<file path="config.mk">
export PLATFORM = sky130hd
export DESIGN_NAME = dwls_scan
export DESIGN_NICKNAME = d
export VERILOG_FILES = /design/src/rtl/dwls_pkg.sv /design/src/rtl/dwls_scan.sv
export SDC_FILE = /design/constraint.sdc
export NUM_CORES = 1
export LEC_CHECK = 0
export CAP_MARGIN = 20
export CELL_PAD_IN_SITES_DETAIL_PLACEMENT = 1
export CELL_PAD_IN_SITES_GLOBAL_PLACEMENT = 2
export CORE_MARGIN = 2
export CORE_UTILIZATION = 23
export CTS_CLUSTER_SIZE = 28
export DETAILED_ROUTE_END_ITERATION = 8
export DONT_BUFFER_PORTS = 1
export PLACE_DENSITY = 0.56
export SETUP_SLACK_MARGIN = 0.4
export SLEW_MARGIN = 10
export SYNTH_ARGS = -nofsm -noshare
export SYNTH_HDL_FRONTEND = slang
export SYNTH_SLANG_ARGS = --single-unit
</file>
<file path="constraint.sdc">
create_clock -name clock -period 3.7 [get_ports clock]
set_input_delay 0 -clock clock [delete_from_list [all_inputs] [get_ports clock]]
set_output_delay 0 -clock clock [all_outputs]
set_load 0.02 [all_outputs]
</file>
<file path="src/rtl/dwls_pkg.sv">
package dwls_pkg;

   localparam int CAPACITY_DEF = 1024;
   localparam int ITEM_W       = 32;
   localparam int LEN_W        = 11;
   localparam int ACT_W        = 2;
   localparam int STAT_W       = 2;

   typedef enum logic [ACT_W-1:0] {
      ACT_INS_FRONT = 2'd0,
      ACT_INS_BACK  = 2'd1,
      ACT_REM_BACK  = 2'd2,
      ACT_SEARCH    = 2'd3
   } action_type;

   typedef enum logic [STAT_W-1:0] {
      STAT_OK    = 2'd0,
      STAT_EMPTY = 2'd1,
      STAT_FULL  = 2'd2
   } status_type;

   typedef enum logic {
      FSM_IDLE   = 1'b0,
      FSM_SEARCH = 1'b1
   } fsm_state_type;

   // scan unit -> top: end of a search and its outcome
   typedef struct packed {
      logic done;
      logic found;
   } scan_stat_type;

endpackage

</file>
<file path="src/rtl/dwls_scan.sv">
module dwls_scan
   import dwls_pkg::*;
#(
   parameter int CAPACITY = CAPACITY_DEF,
   localparam int IDX_W = $clog2(CAPACITY),
   localparam int CNT_W = $clog2(CAPACITY + 1)
) (
   input  logic              clock,
   input  logic              reset,
   input  logic              start,
   input  logic [IDX_W-1:0]  start_idx,
   input  logic [CNT_W-1:0]  start_cnt,
   input  logic [ITEM_W-1:0] key,
   output logic              rd_en,
   output logic [IDX_W-1:0]  rd_addr,
   input  logic [ITEM_W-1:0] rd_data,
   output scan_stat_type     stat
);

   localparam logic [IDX_W-1:0] LAST_IDX = IDX_W'(CAPACITY - 1);

   logic              busy_ff,   busy_in;
   logic [IDX_W-1:0]  ptr_ff,    ptr_in;
   logic [CNT_W-1:0]  left_ff,   left_in;
   logic              rd_vld_ff, rd_vld_in;
   logic [ITEM_W-1:0] key_ff,    key_in;
   logic              hit;

   // one compare per cycle against the registered RAM output
   assign hit     = rd_vld_ff && (rd_data == key_ff);
   assign rd_en   = busy_ff && (left_ff != '0);
   assign rd_addr = ptr_ff;

   always_comb begin
      busy_in   = busy_ff;
      ptr_in    = ptr_ff;
      left_in   = left_ff;
      key_in    = key_ff;
      rd_vld_in = rd_en;
      stat.done  = busy_ff && (hit || ((left_ff == '0) && !rd_vld_ff));
      stat.found = hit;
      if (start) begin
         busy_in   = 1'b1;
         ptr_in    = start_idx;
         left_in   = start_cnt;
         key_in    = key;
         rd_vld_in = 1'b0;
      end else if (busy_ff) begin
         if (rd_en) begin
            ptr_in  = (ptr_ff == LAST_IDX) ? '0 : ptr_ff + IDX_W'(1);
            left_in = left_ff - CNT_W'(1);
         end
         if (stat.done) begin
            busy_in = 1'b0;
         end
      end
   end

   always_ff @(posedge clock) begin
      if (reset) begin
         busy_ff   <= 1'b0;
         rd_vld_ff <= 1'b0;
      end else begin
         busy_ff   <= busy_in;
         rd_vld_ff <= rd_vld_in;
      end
   end

   always_ff @(posedge clock) begin
      ptr_ff  <= ptr_in;
      left_ff <= left_in;
      key_ff  <= key_in;
   end

endmodule

</file>
Word-level counts from Yosys, hierarchy flattened
Index checks and enable logic that the tools add are counted.

Bits in registers: 55. Bits in latches: 0. RAM bits: 0. ROM bits: 0. Input bits: 88. Memories: 0.

Add/subtract/negate cells: 2. Multipliers: 0. Div/mod/pow operators: 0. Order comparisons: 0. Eq/ne operators: 2. Shift operators: 0. Multiplexer cells: 10. Bitwise operators: 0. Reductions and logical operators: 12.

Operators with widths (count): two-way mux 10 bit (4); two-way mux 11 bit (3); equality test 32 bit (1); zero test 11 bit (1); nonzero test 11 bit (1); subtractor 11 x 1 -> 11 bit (second input constant) (1); adder 10 x 1 -> 10 bit (second input constant) (1); equality test 10 bit (second input constant) (1); logical AND 1 bit (4); nonzero test 2 bit (2); two-way mux 1 bit (3); AND reduction 2 bit (1); OR reduction 2 bit (1); zero test 1 bit (1); logical OR 1 bit (1).

Logic depth before layout (Yosys ltp)
Gate-level depths: netlist (run 1).

Depth in word-level cells: 7. Depth in mapped cells: 7.

Worst setup path after synthesis (run 1)
No wires, ideal clock.

Path type: register to register. Start point: register left_ff[7]. End point: register left_ff[0], enable pin. Library setup time: 0.407 ns. Arrival time: 1.394 ns. Data required time: 3.293 ns. Path slack: 1.899 ns. Cell stages (with the launch flop): 5. Buffers on the path: 0. Cell sequence: edfxtp_1 -> nor4_1 -> nand4_1 -> nand2_1 -> nand2b_1.

Word-level cells in the longest chain between the ends: 4.

Ends and longest elaborated chain: start: declaration (line dwls_scan.sv:24) `logic [CNT_W-1:0] left_ff, left_in;`; start signal: assignment (line dwls_scan.sv:71) `left_ff <= left_in;`; nonzero test 11 bit (line dwls_scan.sv:31) `assign rd_en = busy_ff && (left_ff != '0);`; logical AND 1 bit (line dwls_scan.sv:31); nonzero test 2 bit (no line); AND reduction 2 bit (no line).

No other way between the ends. A chain may end at the register's enable or synchronous reset.

Worst setup path after layout (run 1)
Ends and elaborated chain as after synthesis.

==> results.json, run 1 <==
{
  "status": "finished, final reports clean",
  "grt_pass1_wl_mm": 10.29,
  "rsz0062_at_grt": "false",
  "cts_max_level": 2,
  "vias": 1759,
  "syn_nets": 298,
  "slew-limit-headroom": 0.3347,
  "yosysSeqAreaShare": 0.6263,
  "finalSetupTns_ps": 0,
  "synth_commonest_cells": "53 x edfxtp_1, 36 x xnor2_1, 29 x nand2_1",
  "die_h_um": 110.4,
  "drv_cap": 0,
  "setup_viol": 0,
  "grt.total_usage": 0.1048,
  "wl_per_cell_um": 15.31,
  "clock_path_buffers": 2,
  "clock_latency_ps": 290,
  "power.density_nw_per_um2": 441.2,
  "synth.largest_area_cell": "edfxtp_1",
  "synth_area_um2": 2605,
  "synth-async-reset-ratio": 0,
  "final_util": 0.3199,
  "cp-start-kind": "flop",
  "dp_hpwl_mm": 4.246,
  "drt_pass1_iterations": 4,
  "syn_inst": 207,
  "final_antenna_net_count": 0,
  "synth_ff_type": "edfxtp_1",
  "synthTopCellsByArea": "edfxtp_1 61%, xnor2_1 12%, nand2_1 4.2%",
  "io_pins": 101,
  "cp_max_fo": 21,
  "ys_warn_count": 0,
  "grt_pass1_vias": 1910,
  "initialDrtViolationCount": 72,
  "post_cts_buffers": 0,
  "io_buffers": 0,
  "dieWidth_um": 110.4,
  "place_congestion": 0.6735,
  "fin_crit_sh": 0.5899,
  "wirelength_mm": 6.202,
  "yosysMostFrequentCell": "edfxtp_1",
  "antenna_found_initial": 0,
  "period_needed_ps": 2183,
  "synth_edf_count": 53,
  "cts_made_buffers": 5,
  "drive_gt1_frac": 0.04906,
  "cts_tree": "done",
  "die_area_um2": 12190,
  "drc": 0,
  "ir_drop_v": 0.0002156,
  "min_path_type": "input port to flop",
  "clock-sinks": 55,
  "hold_viol": 0,
  "grt_max_degree": 71,
  "yosys.area.top_type_share": 0.6110,
  "critPathArrivalTime_ps": 2010,
  "rows": 38,
  "diodes": 0,
  "leakage_nw": 1.175,
  "nNetsFinal": 356,
  "routed_via_density": 4.343,
  "overflow": 0,
  "cts_root_buffer": "clkbuf_16",
  "syn_avg_cell_area_um2": 12.58,
  "hold_buffers": 56,
  "ys_ff_latch": 55,
  "critPathKind": "flop to flop",
  "clkTransAtPathRegs_ps": 70,
  "worstPathRequired_ps": 3520,
  "ys_types": 29,
  "start_util": 0.2382,
  "fillerInstances": 1203,
  "coreArea_um2": 10940,
  "post_cts_resized": 0,
  "end_kind": "flop",
  "finalClockSkew_ps": 7.888,
  "synthToLayoutAreaGrowth_pct": 34.29,
  "worst_pin_slew_ps": 997.9,
  "fmax_ghz": 0.4582,
  "drv_slew": 0
}
## per-stage QoR
step	hold slack [ps]	setup WS (ps)	instances	cell area [um^2]	power, mW
CTS	91.70	1451	405	3498	1.572
floorplan	76.79	1899	207	2605	0.9442
global route	102.3	1259	405	3498	1.624
global placement	79.49	1488	342	2758	0.9758
detailed placement	80.84	1453	342	2758	0.9783
finish	92.42	1517	405	3498	1.543
## path summary, 6_finish.rpt
check                                           from                    to  slack [ps]  cells past startpoint
worst max-delay path            left_ff[7]$_DFFE_PP_  left_ff[0]$_DFFE_PP_        1520                      4
worst min-delay path                           start   key_ff[2]$_DFFE_PP_          90                      1
worst max register to register  left_ff[7]$_DFFE_PP_  left_ff[0]$_DFFE_PP_        1520                      4
worst min register to register    busy_ff$_SDFF_PP0_    busy_ff$_SDFF_PP0_         500                      2
## flip-flops by register name (all words and copies together), names as in the netlist
signal and flops:
busy_ff 1, left_ff 11, rd_vld_ff 1, key_ff 32, rd_addr 10
## placed cells by master, fill, tap and decap left out
cell type and n:
inv_1 5, nor3_2 1, a21oi_1 1, nand2_1 29
nand2b_1 3, and3_1 1, nor3_1 2, o21ai_1 1
clkinvlp_4 1, a31o_2 1, ha_1 3, nor2_1 8
edfxtp_1 53, dfxtp_1 2, o21ai_0 21, nor4_1 3
buf_16 1, bufinv_16 1, nand4_1 9, xnor2_1 36
o21a_1 1, nor4_2 1, dlygate4sd3_1 55, or4_1 1
nand3_1 3, nand2_2 1, and3b_1 1, o41ai_1 1
nor3_4 1, and4_1 1, xor2_1 12, clkbuf_16 5
## critical path, cell delays in order, from the launching register on
cell      delay [ps]
edfxtp_1         440
nor4_1           400
nand4_1          190
nand2_1          150
nand2b_1         530
## report_power, final
part / internal [mW] / leakage, nW / switching [mW] / total (mW)
Combinational: 0.110 / 0.552 / 0.0828 / 0.193
Clock: 0.316 / 0.0759 / 0.204 / 0.519
Sequential: 0.760 / 0.547 / 0.0716 / 0.831
Total: 1.19 / 1.17 / 0.358 / 1.54
## routing by layer
layer	vias to the layer above	GRT usage	wire [um]
li1	855	-	-
met1	826	0.1389	2769
met2	71	0.1697	2959
met3	7	0.02909	393
met4	0	0.02583	79
met5	-	0	0
## cell type report
type	instances	area [um^2]	area share
inverter	5	18.77	0.005365
multi-input combinational	142	932.1	0.2665
clock buffer	5	125.1	0.03577
timing repair buffer	56	578.1	0.1652
sequential	55	1632	0.4664
tap	140	175.2	0.05007
clock inverter	2	37.54	0.01073
## cell families (layout without fill, tap and decap cells)
logic type,count (synthesis),count (layout),share of synthesized area
DFF,55,55,0.6263
AOI/OAI and AO/OA,26,26,0.05379
buffers and inverters,10,68,0.01585
xor gates and xnor gates,48,48,0.1614
and+or+nand+nor,65,65,0.1282
adders and majority gates,3,3,0.01441
(Power assumes the default switching activity.)
==> run 2, diff against run 1 <==
- ABC_AREA: unset -> 1
- PLACE_DENSITY: 0.56 -> 0.62
- clock period: 3.7 -> 1.8 ns (I/O delays scaled with it)
==> run 2 against run 1 <==
Effect of this change: via count up 60%; sequential share of layout area shrank 13 points; clock-buffer cell count grew 1; register-to-register slack worse by 1500 ps; worst hold slack got worse by 4.3 ps; utilization is 5.3 points higher; cell area is 40% higher; worst setup slack worse by 1500 ps; final cell count up 62%; total power grew 130%; combinational power increased to 4.3 times the previous value; critical endpoint is now left_ff[2]$_DFFE_PP_; maximum frequency increased by 20%; the run now ends with negative setup slack left; largest power group unchanged.
==> results.json, run 2 <==
{
  "status": "finished, violations left",
  "failed_checks": "negative setup slack",
  "synth_area_um2": 3100,
  "initialDrtViolationCount": 55,
  "hold_viol": 0,
  "coreArea_um2": 13190,
  "worst_slack_ps": -11.37,
  "rsz0062_at_grt": "true",
  "synthToLayoutAreaGrowth_pct": 58.43,
  "cts_made_buffers": 5,
  "final_util": 0.3724,
  "drv_slew": 0,
  "cp-startpoint": "left_ff[1]$_DFFE_PP_",
  "worst_pin_slew_ps": 1168,
  "rows": 42,
  "finalClockSkew_ps": 9.155,
  "cts_root_buffer": "clkbuf_16",
  "worstPathCellList": "inv_2, ha_4, nand3_4, nor4_4, buf_4, nor2_4, clkinv_4, nand2_8",
  "final_antenna_net_count": 0,
  "synth_edf_count": 53,
  "cp-start-kind": "flop",
  "yosys.area.top_type_share": 0.5133,
  "ys_warn_count": 0,
  "slew-limit-headroom": 0.2205,
  "path_buf_inv": 3,
  "cts_tree": "done",
  "drive_gt1_frac": 0.2620,
  "ys_types": 35,
  "critPathArrivalTime_ps": 1840,
  "largest_register": "key_ff",
  "fillerInstances": 1511,
  "dieWidth_um": 120.1,
  "fmax_ghz": 0.5521,
  "worstPathRequired_ps": 1830,
  "setup_viol": 16,
  "io_buffers": 0,
  "min_path_type": "input port to flop",
  "diodes": 0,
  "grt_pass1_wl_mm": 15.70,
  "wl_per_cell_um": 16.17,
  "overflow": 0,
  "clock-sinks": 55,
  "syn_inst": 369,
  "leakage_nw": 2.074,
  "critPathKind": "flop to flop",
  "worstRegToRegCells": 8,
  "r2r_start": "left_ff[1]$_DFFE_PP_",
  "start_util": 0.2351,
  "io_pins": 101,
  "whs_endpoint": "key_ff[21]$_DFFE_PP_",
  "synth.largest_area_cell": "edfxtp_1",
  "clock_latency_ps": 310,
  "drt_pass1_iterations": 4,
  "die_area_um2": 14430,
  "grt.total_usage": 0.1430,
  "multi_input_area_um2": 1607,
  "final_common_cell": "nand2_1",
  "synth-async-reset-ratio": 0,
  "mostFrequentLayoutCells": "97 x nand2_1, 64 x inv_1, 64 x dlygate4sd3_1",
  "reg2reg_slack_ps": -10,
  "cts_max_level": 2,
  "antenna_found_initial": 0,
  "synth_ff_type": "edfxtp_1",
  "syn_avg_cell_area_um2": 8.402,
  "cp_max_fo": 5,
  "largest_reg_flops": 32,
  "slowest_stage": "edfxtp_1",
  "drv_cap": 0,
  "dpl_cell_area_um2": 3480,
  "hold_path.startpoint": "start",
  "grt_max_degree": 51,
  "r2r-end": "left_ff[2]$_DFFE_PP_",
  "power.density_nw_per_um2": 709.7,
  "synthTopCellsByArea": "edfxtp_1 51%, nand2_1 13%, inv_1 8.4%",
  "period_needed_ps": 1811,
  "wirelength_mm": 10.63,
  "critPathTopFamily": "simple AND/OR/NAND/NOR gates",
  "ir_drop_v": 0.0003839,
  "fin_crit_sh": 1.006,
  "seqCellArea_um2": 1632,
  "ys_ff_latch": 55,
  "yosysSeqAreaShare": 0.5262,
  "drc": 0,
  "nNetsFinal": 571,
  "synth_commonest_cells": "111 x nand2_1, 69 x inv_1, 53 x edfxtp_1",
  "vias": 2817,
  "grt_pass1_vias": 3022,
  "end_kind": "flop",
  "routed_via_density": 4.288,
  "design_power_total_mw": 3.486,
  "yosysMostFrequentCell": "nand2_1",
  "max_stage_delay_ps": 430,
  "hold_depth": 1,
  "final_area_um2": 4912,
  "syn_nets": 460,
  "clock_path_buffers": 2,
  "place_congestion": 0.7351,
  "clkTransAtPathRegs_ps": 80,
  "die_h_um": 120.1,
  "dp_hpwl_mm": 7.159
}
run 2: how the worst max path moves through the flow:
stage / cells past startpoint / slack, ps / to
after floorplan: 9 / -20 / rd_addr[1]$_DFFE_PP_
after global placement: 9 / 150 / rd_addr[1]$_DFFE_PP_
after detailed placement: 9 / 100 / rd_addr[1]$_DFFE_PP_
after CTS: 6 / 70 / stat[0]
after global routing: 8 / -80 / left_ff[2]$_DFFE_PP_
final: 8 / -10 / left_ff[2]$_DFFE_PP_
run 2: cell families after synthesis:
logic type / share of synthesized area
buf+inv: 0.09201
simple gates: 0.2550
flops: 0.5262
xor+xnor: 0.04802
fa+ha+maj: 0.01211
compound gates: 0.06659
run 2: where the power goes:
| group | internal (mW) | switching, mW | leakage (nW) | total [mW] |
|---|---|---|---|---|
| clock | 0.527 | 0.505 | 0.0714 | 1.03 |
| combinational | 0.388 | 0.433 | 1.46 | 0.822 |
| sequential | 1.54 | 0.0893 | 0.543 | 1.63 |
run 2: final cells by class:
type                       count  share of cell area
sequential                    55              0.3321
clock buffer                   6             0.02624
inverter                      70             0.05451
timing repair buffer         106              0.2117
clock inverter                 2            0.003566
multi-input combinational    242              0.3271
tap                          176             0.04483
run 2: per-stage QoR:
step,hold WS [ps],TNS [ps],setup WS (ps),cells
after global routing,91.53,-1588,-79.09,657
final,88.15,-95.68,-11.37,657
after global placement,71.18,0,146.6,552
after floorplan,69.07,-20.33,-20.33,369
after detailed placement,72.74,0,98.25,552
after CTS,63.90,0,68.50,646
run 2: repair_timing:
| action | 4_1_cts | 5_1_grt |
|---|---|---|
| pin swaps | 20 | 25 |
| hold buffers | 65 | 0 |
| endpoints found under the setup margin | 39 | 43 |
| buffers inserted | 18 | 11 |
| gates resized for setup | 37 | 54 |
| cloned | 3 | 0 |
| endpoints found under the hold margin | 87 | 0 |
run 2: routing by layer:
| layer | global-route usage | vias up | part of all wire |
|---|---|---|---|
| met4 | 0.03971 | 0 | 0.012 |
| met2 | 0.2638 | 73 | 0.52 |
| met5 | 0 | - | 0 |
| li1 | - | 1407 | - |
| met3 | 0.04468 | 10 | 0.071 |
| met1 | 0.1567 | 1327 | 0.39 |
run 2: worst reg2reg max path, delay by kind of cell, from the launching register on:
family | cells | cell delay [ps]
AND/OR/NAND/NOR | 4 | 530
adder cells (fa/ha/maj) | 1 | 140
flip-flops | 1 | 430
buffers and inverters | 3 | 450
==> run 3, diff against run 2 <==
- PLACE_DENSITY: 0.62 -> unset
- PLACE_DENSITY_LB_ADDON: unset -> 0.1
- clock period: 1.8 -> 1.6 ns (I/O delays scaled with it)
==> run 3 against run 2 <==
Effect of this change: the run ends with negative hold slack, negative setup slack left; sequential share of layout area down 0.28 points; clock-buffer cell count unchanged; sequential cell count unchanged; worst hold slack worse by 270 ps; critical path depth down 2; non-clock buffer count up 8; final cell count up 1.1%; global-route usage down 0.25 points; critical path type is now flop to output port.
==> results.json, run 3 (synthesis gave the netlist of run 2 again) <==
{
  "worstPathCellList": "nor2_2, nand2_2, nor4_4, buf_4, nand2_2, a21oi_4",
  "finalSetupTns_ps": -1304,
  "fmax_ghz": 0.5837,
  "rsz0062_at_grt": "true",
  "leakage_nw": 2.121,
  "cts_tree": "done",
  "power_switching_mw": 1.095,
  "final_common_cell": "nand2_1",
  "clockPowerShare": 0.315,
  "worst_pin_slew_ps": 338.1,
  "routed_via_density": 4.248,
  "slew-limit-headroom": 0.7746,
  "finalClockSkew_ps": 5.241,
  "path_buf_inv": 1,
  "mostFrequentLayoutCells": "103 x nand2_1, 62 x inv_1, 61 x dlygate4sd3_1",
  "ir_drop_v": 0.0004430,
  "drc": 0,
  "largest_reg_flops": 32,
  "cts_root_buffer": "clkbuf_16",
  "finalNonFillerCells": 664,
  "hold_buffers": 62,
  "overflow": 0,
  "min_path_type": "input port to flop",
  "timing.critical_path.mode_cell": "nand2_2",
  "cts_max_level": 2,
  "fin_crit_sh": 1.071,
  "clock_latency_ps": 300,
  "io_buffers": 0,
  "cp-start-kind": "flop",
  "worstPathRequired_ps": 1600,
  "clock-sinks": 55,
  "wl_per_cell_um": 14.92,
  "io_pins": 101,
  "grt.total_usage": 0.1405,
  "start_util": 0.2351,
  "die_area_um2": 14430,
  "nNetsFinal": 579,
  "final_area_um2": 4954,
  "end_kind": "output port",
  "grt_max_degree": 62,
  "pre_cts_slack_ps": -83.93,
  "largest_register": "key_ff",
  "drive_gt1_frac": 0.2807,
  "worst_slack_ps": -113.1,
  "drv_cap": 0,
  "coreArea_um2": 13190,
  "power.density_nw_per_um2": 816.1,
  "dpl.cell_count": 575,
  "synthToLayoutAreaGrowth_pct": 59.77,
  "cts_made_buffers": 5,
  "vias": 2821,
  "r2r_start": "rd_addr[1]$_DFFE_PP_",
  "initialDrtViolationCount": 96,
  "fillerInstances": 1553,
  "die_h_um": 120.1,
  "failed_checks": "negative hold slack, negative setup slack",
  "slowest_stage": "edfxtp_1",
  "critPathArrivalTime_ps": 1710,
  "grt_pass1_wl_mm": 15.33,
  "clock_path_buffers": 2,
  "intPower_mw": 2.947,
  "critPathKind": "flop to output port",
  "clkTransAtPathRegs_ps": 70,
  "hold_viol": 36,
  "dp_hpwl_mm": 7.275,
  "critPathTopFamily": "simple AND/OR/NAND/NOR gates",
  "period_needed_ps": 1713,
  "wirelength_mm": 9.908,
  "dpl_cell_area_um2": 3675,
  "final_antenna_net_count": 0,
  "place_congestion": 0.7281,
  "cp-startpoint": "left_ff[5]$_DFFE_PP_",
  "setup_viol": 32,
  "dieWidth_um": 120.1,
  "p_sw_frac": 0.2710,
  "hold_ws_ps": -179.5,
  "rows": 42,
  "antenna_found_initial": 0,
  "cp_max_fo": 2,
  "seq_power_share": 0.452,
  "drt_pass1_iterations": 4,
  "hold_path.startpoint": "start",
  "status": "finished, violations left",
  "diodes": 0,
  "drv_slew": 0,
  "max_stage_delay_ps": 410,
  "grt_pass1_vias": 3061,
  "combPwrFrac": 0.233
}
run 3: changes by cell type in the layout (fill, tap and decap cells not counted), sizes merged:
| cell | previous run | this run |
|---|---|---|
| buf | 42 | 53 |
| clkinv | 2 | 1 |
| inv | 70 | 69 |
| bufinv | 0 | 1 |
| dlygate4sd3 | 64 | 61 |
run 3: worst paths after layout:
kind	endpoint	slack, ps	cells past startpoint
max	stat[1]	-110	6
min	key_ff[8]$_DFFE_PP_	-180	0
max reg2reg	rd_addr[1]$_DFFE_PP_	-100	9
min reg2reg	busy_ff$_SDFF_PP0_	490	2
run 3: repair_timing:
action / 4_1_cts / 5_1_grt
pin swaps: 28 / 15
buffers inserted: 11 / 7
resized for setup: 47 / 37
hold endpoints to repair: 87 / 45
endpoints found under the setup margin: 45 / 47
cloned: 2 / 1
run 3: layout make-up:
| type | instances | area, um^2 | area share |
|---|---|---|---|
| well taps | 176 | 220.2 | 0.04446 |
| flip-flops and latches | 55 | 1632 | 0.3294 |
| clock buffers | 6 | 128.9 | 0.02602 |
| clock inverters | 1 | 30.03 | 0.006062 |
| repair buffers | 114 | 1080 | 0.2180 |
| multi-input cells | 242 | 1595 | 0.3221 |
| inverters | 70 | 267.8 | 0.05405 |
run 3: power by group through the flow:
stage                     registers, mW  clock network, mW  logic (mW)
after floorplan                    1.88                  0       0.373
after global placement             1.85                  0       0.641
after detailed placement           1.86                  0       0.647
after CTS                          1.83               1.34       0.873
after global routing               1.85               1.37        1.04
final                              1.83               1.27       0.942
run 3: per-layer routing:
metal / global-route usage / part of all wire / wire [um] / vias up
met4: 0.04632 / 0.014 / 136 / 0
met3: 0.03660 / 0.055 / 540 / 9
met1: 0.1457 / 0.39 / 3912 / 1331
li1: - / - / - / 1422
met5: 0 / 0 / 0 / -
met2: 0.2710 / 0.54 / 5319 / 59
run 3: stage by stage:
| stage | util | power, mW |
|---|---|---|
| floorplan | - | 2.256 |
| global placement | 0.2786 | 2.491 |
| detailed placement | 0.2786 | 2.503 |
| CTS | 0.3594 | 4.044 |
| global route | 0.3755 | 4.258 |
| finish | 0.3755 | 4.042 |
